**src/hdl/jkv_pkg.sv**
```systemverilog
package jkv_pkg;

    localparam int MAX_KEY_BYTES = 16;
    localparam int LENGTH_BITS   = 16;

    localparam int KEY_LEN_W = 5;
    localparam int KEY_BYTES = 16;
    localparam int KCNT_W    = $clog2(MAX_KEY_BYTES + 2);
    localparam int CFG_IDX_W = 2;
    localparam int CFG_DATA_W = 64;

    localparam int FIFO_DEPTH = 4;
    localparam int FIFO_PTR_W = $clog2(FIFO_DEPTH);
    localparam int FIFO_CNT_W = $clog2(FIFO_DEPTH + 1);

    localparam logic [7:0] CH_NUL   = 8'h00;
    localparam logic [7:0] CH_QUOTE = 8'h22;
    localparam logic [7:0] CH_COMMA = 8'h2C;
    localparam logic [7:0] CH_CLOSE = 8'h7D;

    typedef enum logic [CFG_IDX_W-1:0] {
        CFG_KEY_LENGTH     = 2'd0,
        CFG_KEY_BYTES_LOW  = 2'd1,
        CFG_KEY_BYTES_HIGH = 2'd2
    } t_cfg_index;

    typedef enum logic [1:0] {
        KIND_VALUE     = 2'd0,
        KIND_FOUND     = 2'd1,
        KIND_NOT_FOUND = 2'd2
    } t_kind;

    typedef enum logic [3:0] {
        PH_DONE  = 4'd0,
        PH_SEEK  = 4'd1,
        PH_KEY   = 4'd2,
        PH_COLON = 4'd3,
        PH_TYPE  = 4'd4,
        PH_QVAL  = 4'd5,
        PH_BVAL  = 4'd6,
        PH_SKIP  = 4'd7
    } t_phase;

    typedef struct packed {
        logic [7:0] json_byte;
        logic       doc_start;
    } t_in;

    typedef struct packed {
        logic [1:0]  result_kind;
        logic [7:0]  value_byte;
        logic [15:0] value_length;
    } t_out;

    // Key settings handed from the register file to the parser
    typedef struct packed {
        logic [KEY_LEN_W-1:0]   key_length;
        logic [8*KEY_BYTES-1:0] key_bytes;
    } t_key_cfg;

endpackage

```
**src/hdl/jkv_parser.sv**
```systemverilog
module jkv_parser (
    input  logic              i_clk,
    input  logic              i_rst_n,
    input  logic              i_accept,
    input  jkv_pkg::t_in      i_item,
    input  jkv_pkg::t_key_cfg i_key_cfg,
    output logic              o_res_valid,
    output jkv_pkg::t_out     o_res
);
    import jkv_pkg::*;

    t_phase                 r_phase, n_phase;
    logic [KCNT_W-1:0]      r_kcnt, n_kcnt;
    logic                   r_keq, n_keq;
    logic [LENGTH_BITS-1:0] r_vcnt, n_vcnt;

    logic       is_nul, is_quote, is_term;
    logic [7:0] kcnt_ext;
    logic [7:0] key_byte;
    logic [31:0] vcnt_ext;
    logic [15:0] found_len;

    // Classify the incoming byte
    assign is_nul   = (i_item.json_byte == CH_NUL);
    assign is_quote = (i_item.json_byte == CH_QUOTE);
    assign is_term  = (i_item.json_byte == CH_COMMA) || (i_item.json_byte == CH_CLOSE);

    // Pick the key byte at the current position
    assign kcnt_ext = 8'(r_kcnt);
    assign key_byte = i_key_cfg.key_bytes[8*kcnt_ext[3:0] +: 8];

    // Saturate the reported length to 16 bits
    assign vcnt_ext  = 32'(r_vcnt);
    assign found_len = (vcnt_ext > 32'h0000_FFFF) ? 16'hFFFF : vcnt_ext[15:0];

    // Hold parse state
    always_ff @(posedge i_clk) begin
        if (!i_rst_n) begin
            r_phase <= PH_DONE;
            r_kcnt  <= '0;
            r_keq   <= 1'b1;
            r_vcnt  <= '0;
        end else begin
            r_phase <= n_phase;
            r_kcnt  <= n_kcnt;
            r_keq   <= n_keq;
            r_vcnt  <= n_vcnt;
        end
    end

    // Advance the parser one byte per accepted transaction
    always_comb begin
        n_phase     = r_phase;
        n_kcnt      = r_kcnt;
        n_keq       = r_keq;
        n_vcnt      = r_vcnt;
        o_res_valid = 1'b0;
        o_res       = '0;
        if (i_accept) begin
            priority if (i_item.doc_start) begin
                n_kcnt  = '0;
                n_keq   = 1'b1;
                n_vcnt  = '0;
                n_phase = PH_SEEK;
                if (is_nul) begin
                    n_phase           = PH_DONE;
                    o_res_valid       = 1'b1;
                    o_res.result_kind = KIND_NOT_FOUND;
                end
            end else if (r_phase == PH_DONE) begin
                n_phase = PH_DONE;
            end else if (is_nul) begin
                n_phase           = PH_DONE;
                o_res_valid       = 1'b1;
                o_res.result_kind = KIND_NOT_FOUND;
            end else begin
                unique case (r_phase)
                    PH_SEEK: begin
                        if (is_quote) begin
                            n_kcnt  = '0;
                            n_keq   = 1'b1;
                            n_phase = PH_KEY;
                        end
                    end
                    PH_KEY: begin
                        if (is_quote) begin
                            if (r_keq && kcnt_ext == 8'(i_key_cfg.key_length)) begin
                                n_phase = PH_COLON;
                            end else begin
                                n_phase = PH_SKIP;
                            end
                        end else begin
                            if (kcnt_ext >= 8'(MAX_KEY_BYTES) || i_item.json_byte != key_byte) begin
                                n_keq = 1'b0;
                            end
                            if (kcnt_ext <= 8'(MAX_KEY_BYTES)) begin
                                n_kcnt = r_kcnt + 1'b1;
                            end
                        end
                    end
                    PH_COLON: begin
                        n_phase = PH_TYPE;
                    end
                    PH_TYPE: begin
                        n_vcnt = '0;
                        if (is_quote) begin
                            n_phase = PH_QVAL;
                        end else if (is_term) begin
                            n_phase           = PH_DONE;
                            o_res_valid       = 1'b1;
                            o_res.result_kind = KIND_FOUND;
                        end else begin
                            n_phase           = PH_BVAL;
                            n_vcnt            = LENGTH_BITS'(1);
                            o_res_valid       = 1'b1;
                            o_res.result_kind = KIND_VALUE;
                            o_res.value_byte  = i_item.json_byte;
                        end
                    end
                    PH_QVAL, PH_BVAL: begin
                        if ((r_phase == PH_QVAL) ? is_quote : is_term) begin
                            n_phase            = PH_DONE;
                            o_res_valid        = 1'b1;
                            o_res.result_kind  = KIND_FOUND;
                            o_res.value_length = found_len;
                        end else begin
                            if (r_vcnt != '1) begin
                                n_vcnt = r_vcnt + 1'b1;
                            end
                            o_res_valid       = 1'b1;
                            o_res.result_kind = KIND_VALUE;
                            o_res.value_byte  = i_item.json_byte;
                        end
                    end
                    PH_SKIP: begin
                        if (i_item.json_byte == CH_COMMA) begin
                            n_phase = PH_SEEK;
                        end else if (i_item.json_byte == CH_CLOSE) begin
                            n_phase           = PH_DONE;
                            o_res_valid       = 1'b1;
                            o_res.result_kind = KIND_NOT_FOUND;
                        end
                    end
                    default: begin
                        n_phase = PH_DONE;
                    end
                endcase
            end
        end
    end

endmodule

```
**src/hdl/jkv_fifo.sv**
```systemverilog
module jkv_fifo (
    input  logic          i_clk,
    input  logic          i_rst_n,
    input  logic          i_wr,
    input  jkv_pkg::t_out i_wdata,
    output logic          o_full,
    input  logic          i_rd,
    output logic          o_empty,
    output jkv_pkg::t_out o_rdata
);
    import jkv_pkg::*;

    t_out                  r_mem [FIFO_DEPTH];
    logic [FIFO_PTR_W-1:0] r_wr_ptr, n_wr_ptr;
    logic [FIFO_PTR_W-1:0] r_rd_ptr, n_rd_ptr;
    logic [FIFO_CNT_W-1:0] r_count, n_count;
    logic                  do_wr, do_rd;

    assign o_full  = (r_count == FIFO_CNT_W'(FIFO_DEPTH));
    assign o_empty = (r_count == '0);
    assign o_rdata = r_mem[r_rd_ptr];
    assign do_wr   = i_wr && !o_full;
    assign do_rd   = i_rd && !o_empty;

    // Advance pointers and occupancy
    always_comb begin
        n_wr_ptr = do_wr ? FIFO_PTR_W'((32'(r_wr_ptr) + 1) % FIFO_DEPTH) : r_wr_ptr;
        n_rd_ptr = do_rd ? FIFO_PTR_W'((32'(r_rd_ptr) + 1) % FIFO_DEPTH) : r_rd_ptr;
        n_count  = r_count;
        if (do_wr && !do_rd) begin
            n_count = r_count + 1'b1;
        end else if (do_rd && !do_wr) begin
            n_count = r_count - 1'b1;
        end
    end

    always_ff @(posedge i_clk) begin
        if (!i_rst_n) begin
            r_wr_ptr <= '0;
            r_rd_ptr <= '0;
            r_count  <= '0;
        end else begin
            r_wr_ptr <= n_wr_ptr;
            r_rd_ptr <= n_rd_ptr;
            r_count  <= n_count;
        end
    end

    // Store a result
    always_ff @(posedge i_clk) begin
        if (do_wr) begin
            r_mem[r_wr_ptr] <= i_wdata;
        end
    end

endmodule

```
**src/hdl/json_key_value_extract.sv**
```systemverilog
// A result is written into the result queue at the clock edge that accepts its byte.
// One byte is accepted per cycle while full is low; the parser updates its phase once per byte.
// A four-entry result queue lets input continue while results wait to be popped;
// full rises only when that queue holds four unread results.
// Reset (synchronous, active low) clears the queue and leaves the parser waiting for a
// document start; the key registers reset to zero.
module json_key_value_extract (
    input  logic                                i_clk,
    input  logic                                i_rst_n,
    input  logic                                push,
    output logic                                full,
    input  jkv_pkg::t_in                        i_in,
    output logic                                empty,
    input  logic                                pop,
    output jkv_pkg::t_out                       o_out,
    input  logic                                i_cfg_valid,
    output logic                                o_cfg_ready,
    input  logic [jkv_pkg::CFG_IDX_W-1:0]       i_cfg_index,
    input  logic [jkv_pkg::CFG_DATA_W-1:0]      i_cfg_data
);
    import jkv_pkg::*;

    logic [KEY_LEN_W-1:0]  r_key_length;
    logic [CFG_DATA_W-1:0] r_key_low;
    logic [CFG_DATA_W-1:0] r_key_high;
    t_key_cfg              key_cfg;
    logic                  accept;
    logic                  res_valid;
    t_out                  res;

    assign o_cfg_ready = 1'b1;
    assign accept      = push && !full;
    assign key_cfg.key_length = r_key_length;
    assign key_cfg.key_bytes  = {r_key_high, r_key_low};

    // Write key registers on a configuration transaction
    always_ff @(posedge i_clk) begin
        if (!i_rst_n) begin
            r_key_length <= '0;
            r_key_low    <= '0;
            r_key_high   <= '0;
        end else if (i_cfg_valid && o_cfg_ready) begin
            unique case (i_cfg_index)
                CFG_KEY_LENGTH:     r_key_length <= i_cfg_data[KEY_LEN_W-1:0];
                CFG_KEY_BYTES_LOW:  r_key_low    <= i_cfg_data;
                CFG_KEY_BYTES_HIGH: r_key_high   <= i_cfg_data;
                default: begin
                end
            endcase
        end
    end

    jkv_parser u_parser (
        .i_clk       (i_clk),
        .i_rst_n     (i_rst_n),
        .i_accept    (accept),
        .i_item      (i_in),
        .i_key_cfg   (key_cfg),
        .o_res_valid (res_valid),
        .o_res       (res)
    );

    jkv_fifo u_fifo (
        .i_clk   (i_clk),
        .i_rst_n (i_rst_n),
        .i_wr    (res_valid),
        .i_wdata (res),
        .o_full  (full),
        .i_rd    (pop),
        .o_empty (empty),
        .o_rdata (o_out)
    );

endmodule

```
**config.mk**
```make
export PLATFORM = sky130hd
export DESIGN_NAME = json_key_value_extract
export DESIGN_NICKNAME = d
export VERILOG_FILES = /design/src/hdl/jkv_pkg.sv /design/src/hdl/jkv_parser.sv /design/src/hdl/jkv_fifo.sv /design/src/hdl/json_key_value_extract.sv
export SDC_FILE = /design/constraint.sdc
export NUM_CORES = 1
export LEC_CHECK = 0
export BUFFER_PORTS_ARGS = -buffer_cell sky130_fd_sc_hd__buf_4
export CAP_MARGIN = 5
export CORE_MARGIN = 2
export CORE_UTILIZATION = 54
export CTS_CLUSTER_SIZE = 25
export DETAILED_ROUTE_END_ITERATION = 7
export GPL_TIMING_DRIVEN = 0
export PLACE_DENSITY = 0.83
export SLEW_MARGIN = 5
export SYNTH_ARGS = -nofsm -noshare
export SYNTH_HDL_FRONTEND = slang
export SYNTH_HIERARCHICAL = 1
export SYNTH_SLANG_ARGS = --single-unit
```
**constraint.sdc**
```tcl
create_clock -name i_clk -period 3 [get_ports i_clk]
set_clock_uncertainty 0.15 [all_clocks]
set_input_delay 0.3 -clock i_clk [delete_from_list [all_inputs] [get_ports i_clk]]
set_output_delay 0.3 -clock i_clk [all_outputs]
set_load 0.01 [all_outputs]
```
# Word-level counts from Yosys, hierarchy flattened
# Memories as Yosys holds them, arrays and structs flattened. A register that Yosys moved wholly into a read port is not among the register bits.
# Index checks and enable logic that the tools add are counted.
[word_totals]
reg_bits = 166
ram_bits = 104
in_bits = 80
output_inout_bits = 29
elab_cells = 146
n_memories = 1
[memory_table]
columns = ["memory", "words", "width", "read_ports", "rd_ports_with_merged_regs", "wr", "line_no", "text"]
rows = [
  ["u_fifo.r_mem", 4, 26, 1, 1, 1, "jkv_fifo.sv:13", "t_out r_mem [FIFO_DEPTH];"],
]
[classes]
add_sub_neg = 6
order_cmp = 3
eq_ne = 28
shifts = 1
n_mux = 70
reduce_logical = 27
[ops]
columns = ["cell", "n"]
rows = [
  ["16-bit 2-to-1 mux", 9],
  ["128-bit by 8-bit indexed part select with 8-bit output", 1],
  ["26-bit 2-to-1 mux", 2],
  ["24-bit 2-to-1 mux", 2],
  ["4-bit 2-to-1 mux", 9],
  ["16-bit one-hot mux with 2 select lines", 1],
  ["5-bit 2-to-1 mux", 6],
  ["4-bit one-hot mux with 6 select lines", 1],
  ["1-bit 2-to-1 mux", 21],
  ["16-bit by 1-bit adder with 16-bit output, second input constant", 1],
  ["4-bit by 3-bit == test with 1-bit output, second input constant", 4],
  ["8-bit by 6-bit == test with 1-bit output, second input constant", 2],
  ["16-bit greater-than comparator, second input constant", 1],
  ["8-bit 2-to-1 mux", 2],
  ["16-bit inequality test, second input constant", 1],
  ["8-bit one-hot mux with 2 select lines", 1],
  ["5-bit by 2-bit inequality test with 1-bit output, second input constant", 3],
  ["2-bit 2-to-1 mux", 7],
  ["7-bit AND reduction", 2],
  ["3-bit 2-to-1 mux", 4],
  ["3-bit by 2-bit inequality test with 1-bit output, second input constant", 4],
  ["5-bit one-hot mux with 2 select lines", 1],
  ["9-bit 2-to-1 mux", 1],
  ["4-bit by 2-bit == test with 1-bit output, second input constant", 2],
  ["other kinds (32)", 47],
]

# Logic depth before layout (Yosys ltp)
[logic_depth]
word_depth = 13
ltp_mapped = 14
ltp_nobuf = 12

# By module
# The synthesis kept the hierarchy.
[by_module_without_submodules]
columns = ["mod", "n_inst", "cells_each", "area_each_um2", "seq_area_each_um2"]
rows = [
  ["json_key_value_extract", 1, 506, 5102.4, 2662.6],
  ["jkv_fifo", 1, 184, 4257.8, 3303.2],
  ["jkv_parser", 1, 377, 3370.7, 500.5],
]

# Least setup slack after synthesis
# No wires, ideal clock.
[synth_path]
kind = "reg2reg"
start = "register u_fifo.r_count[0]"
end = "register u_fifo.r_count[2]"
setup_time_ns = 0.070
arrival_time_ns = 2.645
required_ns = 2.780
path_slack_ns = 0.135
path_stages_with_launch = 14
n_path_buf = 2
synth_period_minus_slack_ns = 2.865
path_cell_list = "dfxtp_1 nor3b_2 nor2b_1 clkbuf_1 o41ai_1 a21oi_1 nor2b_1 buf_2 ha_1 inv_1 fa_1 xor2_1 or3_1 a21boi_1"
[synth_via]
elab_chain_cells = 8
word_cells_on_any_way = 17
classes_between = "add/sub: 2; eq/ne: 1; mux: 3; reduce/logical: 11"
[synth_rtl]
columns = ["item", "line_no", "text"]
rows = [
  ["start: declaration", "jkv_fifo.sv:16", "logic [FIFO_CNT_W-1:0] r_count, n_count;"],
  ["start signal: assignment", "jkv_fifo.sv:45", "r_count <= n_count;"],
  ["3-bit == test (*)", "jkv_fifo.sv:19", "assign o_full = (r_count == FIFO_CNT_W'(FIFO_DEPTH));"],
  ["via full", "json_key_value_extract.sv:11", "output logic full,"],
  ["1-bit logical NOT (*)", "json_key_value_extract.sv:32", "assign accept = push && !full;"],
  ["1-bit logical AND (*)", "json_key_value_extract.sv:32", ""],
  ["via accept", "json_key_value_extract.sv:27", "logic accept;"],
  ["1-bit 2-to-1 mux (*)", "jkv_parser.sv:59", "if (i_accept) begin"],
  ["via res_valid", "json_key_value_extract.sv:28", "logic res_valid;"],
  ["1-bit logical AND (*)", "jkv_fifo.sv:22", "assign do_wr = i_wr && !o_full;"],
  ["via u_fifo.do_wr", "jkv_fifo.sv:17", "logic do_wr, do_rd;"],
  ["1-bit logical NOT", "jkv_fifo.sv:32", "end else if (do_rd && !do_wr) begin"],
  ["1-bit logical AND", "jkv_fifo.sv:32", ""],
  ["2-bit nonzero test (no source line)", "-", ""],
]
# The timed path passes the listed nets; every way through them passes the cells marked *. The select of a mux whose other input is x is not followed.
# A chain may end at the register's enable or synchronous reset.

# Final worst setup path
[layout_path]
start = "register u_parser.r_kcnt[1]"
end = "register u_parser.r_keq"
[layout_via]
elab_chain_cells = 5
word_cells_on_any_way = 6
classes_between = "order compare: 1; eq/ne: 2; shift: 1; reduce/logical: 2"
[layout_rtl]
columns = ["item", "line_no", "text"]
rows = [
  ["start: declaration", "jkv_parser.sv:13", "logic [KCNT_W-1:0] r_kcnt, n_kcnt;"],
  ["start signal: assignment", "jkv_parser.sv:45", "r_kcnt <= n_kcnt;"],
  ["128-bit by 8-bit indexed part select with 8-bit output", "jkv_parser.sv:30", "assign key_byte = i_key_cfg.key_bytes[8*kcnt_ext[3:0] +: 8];"],
  ["8-bit inequality test", "jkv_parser.sv:93", "if (kcnt_ext >= 8'(MAX_KEY_BYTES) || i_item.json_byte != key_byte) begin"],
  ["1-bit logical OR (*)", "jkv_parser.sv:93", ""],
  ["3-bit by 2-bit inequality test with 1-bit output (no source line) (*)", "-", ""],
  ["7-bit AND reduction (no source line) (*)", "-", ""],
  ["end signal: assignment", "jkv_parser.sv:46", "r_keq <= n_keq;"],
  ["end: declaration", "jkv_parser.sv:14", "logic r_keq, n_keq;"],
]
# Every way passes the cells marked *; elsewhere a longest branch is shown, timed or not.

==> metrics.md <==
| Metric | Value |
|---|---|
| Critical Path RT | approximately 3.3 ns |
| Worst vdd ir | 0.457 mV |
| Initial DRC Count | just under 900 |
| Most used flip-flop cell after synthesis | dfxtp_1 |
| Area leader, netlist | dfxtp_1 |
| Min Tclk post-route | just under 3 ns |
| CTS buffer count | 27 |
| DRC | 0 |
| Fin nets | between 1000 and 1500 |
| DP Wirelength | between 20000 and 25000 um |
| Critical Path Max Stage Delay | between 0.4 and 0.5 ns |
| Syn nets | between 1000 and 1500 |
| CP cell instances | buf_2 -> buf_2 -> buf_2 -> mux4_2 -> or3_1 -> o2111ai_1 -> a21oi_1 -> a221o_1 |
| Crit path top cell by count | buf_2 |
| Syn_area_per_cell | around 12 sq um |
| Class of the worst hold path | input pin to flip-flop |
| Initial antenna violation count | 0 |
| Async S/R FF share, synth | 0% |
| Area Overhead vs Synth | 22.2% |
| Total negative slack | 0 ns |
| Vias in the first global route | 9890 |
| Worst setup EP type | flip-flop |
| Largest net degree at the start of global routing | 27 |
| Clock Path Buffers | 3 |
| Via count | between 9000 and 10000 |
| Reg clk slew, reported paths | about 0.060 ns |
| 1st-pass router iterations | 5 |
| Synth top area cells | dfxtp_1, edfxtp_1, mux2i_1 |
| Number of flops mapped to enable cells by yosys | roughly 100 |
| CTS root buf | clkbuf_16 |
| Post-synth top area share | around a quarter |
| Antenna-violating nets left | 0 |
| Aggregate global-route resource usage | 27.5% |
| CTS tree | built |
| Drt via density | about 6.0 |
| Worst slew pin tran | about 0.74 ns |
| First-pass GRT wire length | ~53000 um |
| Num ports | 109 |
| Total chip power | ~9.2 mW |
| Global route overflow | 0 |
| Share of cells above drive strength 1 | 23.0% |
| Leakage power | slightly above 6 nW |
| Max_cap viols | 0 |
| Avg WL per Cell | approximately 21 um |
| PD cells | 594 mW/mm^2 |
| # rows | 56 |
| Final Max Tran Viols | 0 |
| Startpoint class of the critical path | flip-flop |
| Synth warnings | 6 |
| Starting Density | between 50 and 60% |
| Seq/Total Area, Yosys | 50.8% |
| Flop2flop setup slack | 0.07 ns |
| Mapped Area | between 0.01 and 0.015 sq mm |
| Post-route insts no fill | approximately 1600 |
| Final core utilization | between 60 and 70% |
| Final worst setup slack | 0.0724 ns |
| Antenna diodes | 0 |
| Fmax | approximately 0.34 GHz |
| Seq cells post-synth | 271 |
| Depth of the CTS H-tree | 1 |
| Final setup viols | 0 |
| Pre-CTS WS | -0.824 ns |
| Chip Width | roughly 160 um |
| Die area | around 0.025 sq mm |
| Clk Latency, worst-skew pair | roughly 0.54 ns |
| Cells after Synth | between 1000 and 1500 |
| Crit Path Max Fanout | 10 |
| Final hold vios | 0 |
| Fillers | roughly 1700 |
| Worst path arrival time | 3.21 ns |
| Max-slew headroom | between 50% and 60% |
| Post-placement cell count | between 1000 and 1500 |
| Core Box Area | about 0.023 sq mm |
| CP max-delay cell | mux4_2 |
| Crit path kind | flip-flop to flip-flop |
| WL final | 33800 um |
| Die extent in y | approximately 160 um |
| Port Buffers | 107 |
| CTS sink cnt | approximately 270 |
| Period utilization | 97.6% |
| Routability cong. | 0.963 |
| Status | complete, no violations |
| Yosys cell types | slightly above 80 |
## worst paths after layout
path,depth (start not counted),to,start
worst max-delay path,8,u_parser/r_keq$_SDFFE_PN1P_,u_parser/r_kcnt[1]$_SDFFE_PN0P_
worst min-delay path,2,u_fifo/r_mem[1][20]$_DFFE_PP_,i_in[5]
worst max register to register,8,u_parser/r_keq$_SDFFE_PN1P_,u_parser/r_kcnt[1]$_SDFFE_PN0P_
worst min register to register,2,r_key_low[62]$_SDFFE_PN0P_,r_key_low[62]$_SDFFE_PN0P_
## final cells by class
class                      count  area (sq um)  share of cell area [%]
multi-input combinational    700          5640                    36.2
timing repair buffer         176          1480                    9.54
buffer                        72           572                    3.67
clock buffer                  36           769                    4.95
sequential                   271          6480                    41.6
clock inverter                13           144                   0.925
tap                          319           399                    2.57
inverter                      21          78.8                   0.507
## metal layers
layer / routed length, um / GRT usage, % / part of all wire, %
met1: 13400 / 33.6 / 40
met2: 17100 / 49.4 / 51
met3: 2000 / 3.66 / 5.9
met4: 1290 / 10.6 / 3.8
met5: 0 / 0 / 0
## placed cells by master, fill, tap and decap left out, drive strengths merged, types with 7 or more instances in the layout
cell         count
nand2          227
dfxtp          167
buf            166
mux2i          148
edfxtp         104
dlygate4sd3     65
mux4            61
clkbuf          53
and2            32
inv             21
xnor2           17
nand3           17
nor2            16
o31ai           14
o21ai           12
a21boi          12
or3             11
or4             11
nor3            10
a21oi           10
clkinv          10
nand4            8
ha               8
nor4             7
## cell usage after synthesis, types with 13 or more instances
master	n
inv_1	19
clkbuf_1	19
xnor2_1	17
mux4_2	57
nand2_1	227
and2_1	32
nor2_1	16
buf_2	26
edfxtp_1	104
o31ai_1	13
nand3_1	17
mux2i_1	148
dfxtp_1	167
## sequential cells by signal (all words and copies together) (netlist names), named ones only
signal,cells
r_key_high,64
u_fifo/r_rd_ptr,2
u_fifo/r_count,3
u_parser/r_keq,1
u_parser/r_phase,3
r_key_low,64
u_fifo/r_mem,104
r_key_length,5
u_parser/r_kcnt,5
u_fifo/r_wr_ptr,2
u_parser/r_vcnt,16
## metrics by stage
step	cell area [sq um]	hold slack [ns]
6_report	15600	0.0348
5_1_grt	15600	0.0540
4_1_cts	15500	0.0255
3_5_place_dp	13900	0.299
3_3_place_gp	13900	0.288
2_1_floorplan	12700	0.280
## repair_timing
action	CTS	global route
setup buffers	3	1
resized for setup	15	11
cloned	0	0
endpoints found under the setup margin	123	2
endpoints found under the hold margin	134	0
hold buffers	65	0
## power by group
| part | switching (mW) | internal, mW | leakage, nW | total [mW] |
|---|---|---|---|---|
| registers | 0.114 | 3.93 | 2.37 | 4.05 |
| logic | 0.827 | 0.904 | 3.24 | 1.73 |
| clock network | 1.42 | 2.05 | 0.455 | 3.47 |
## cell families after synthesis
| family | count (synthesis) | synth area share (%) |
|---|---|---|
| AOI/OAI and AO/OA | 90 | 5.40 |
| xor gates and xnor gates | 20 | 1.38 |
| adders and majority gates | 9 | 0.944 |
| buffers and inverters | 96 | 5.13 |
| DFF | 271 | 50.8 |
| muxes | 212 | 22.8 |
| other | 1 | 0.0295 |
| and+or+nand+nor | 368 | 13.5 |
## worst max-delay path, delay by kind of cell (launching register included)
family | cells | cell delay [ns]
AO/OA/AOI/OAI | 3 | 0.55
buffers and inverters | 3 | 1.02
multiplexers | 1 | 0.41
flip-flops | 1 | 0.34
AND/OR/NAND/NOR | 1 | 0.32
Note: power is estimated with default switching activity, not from simulation.
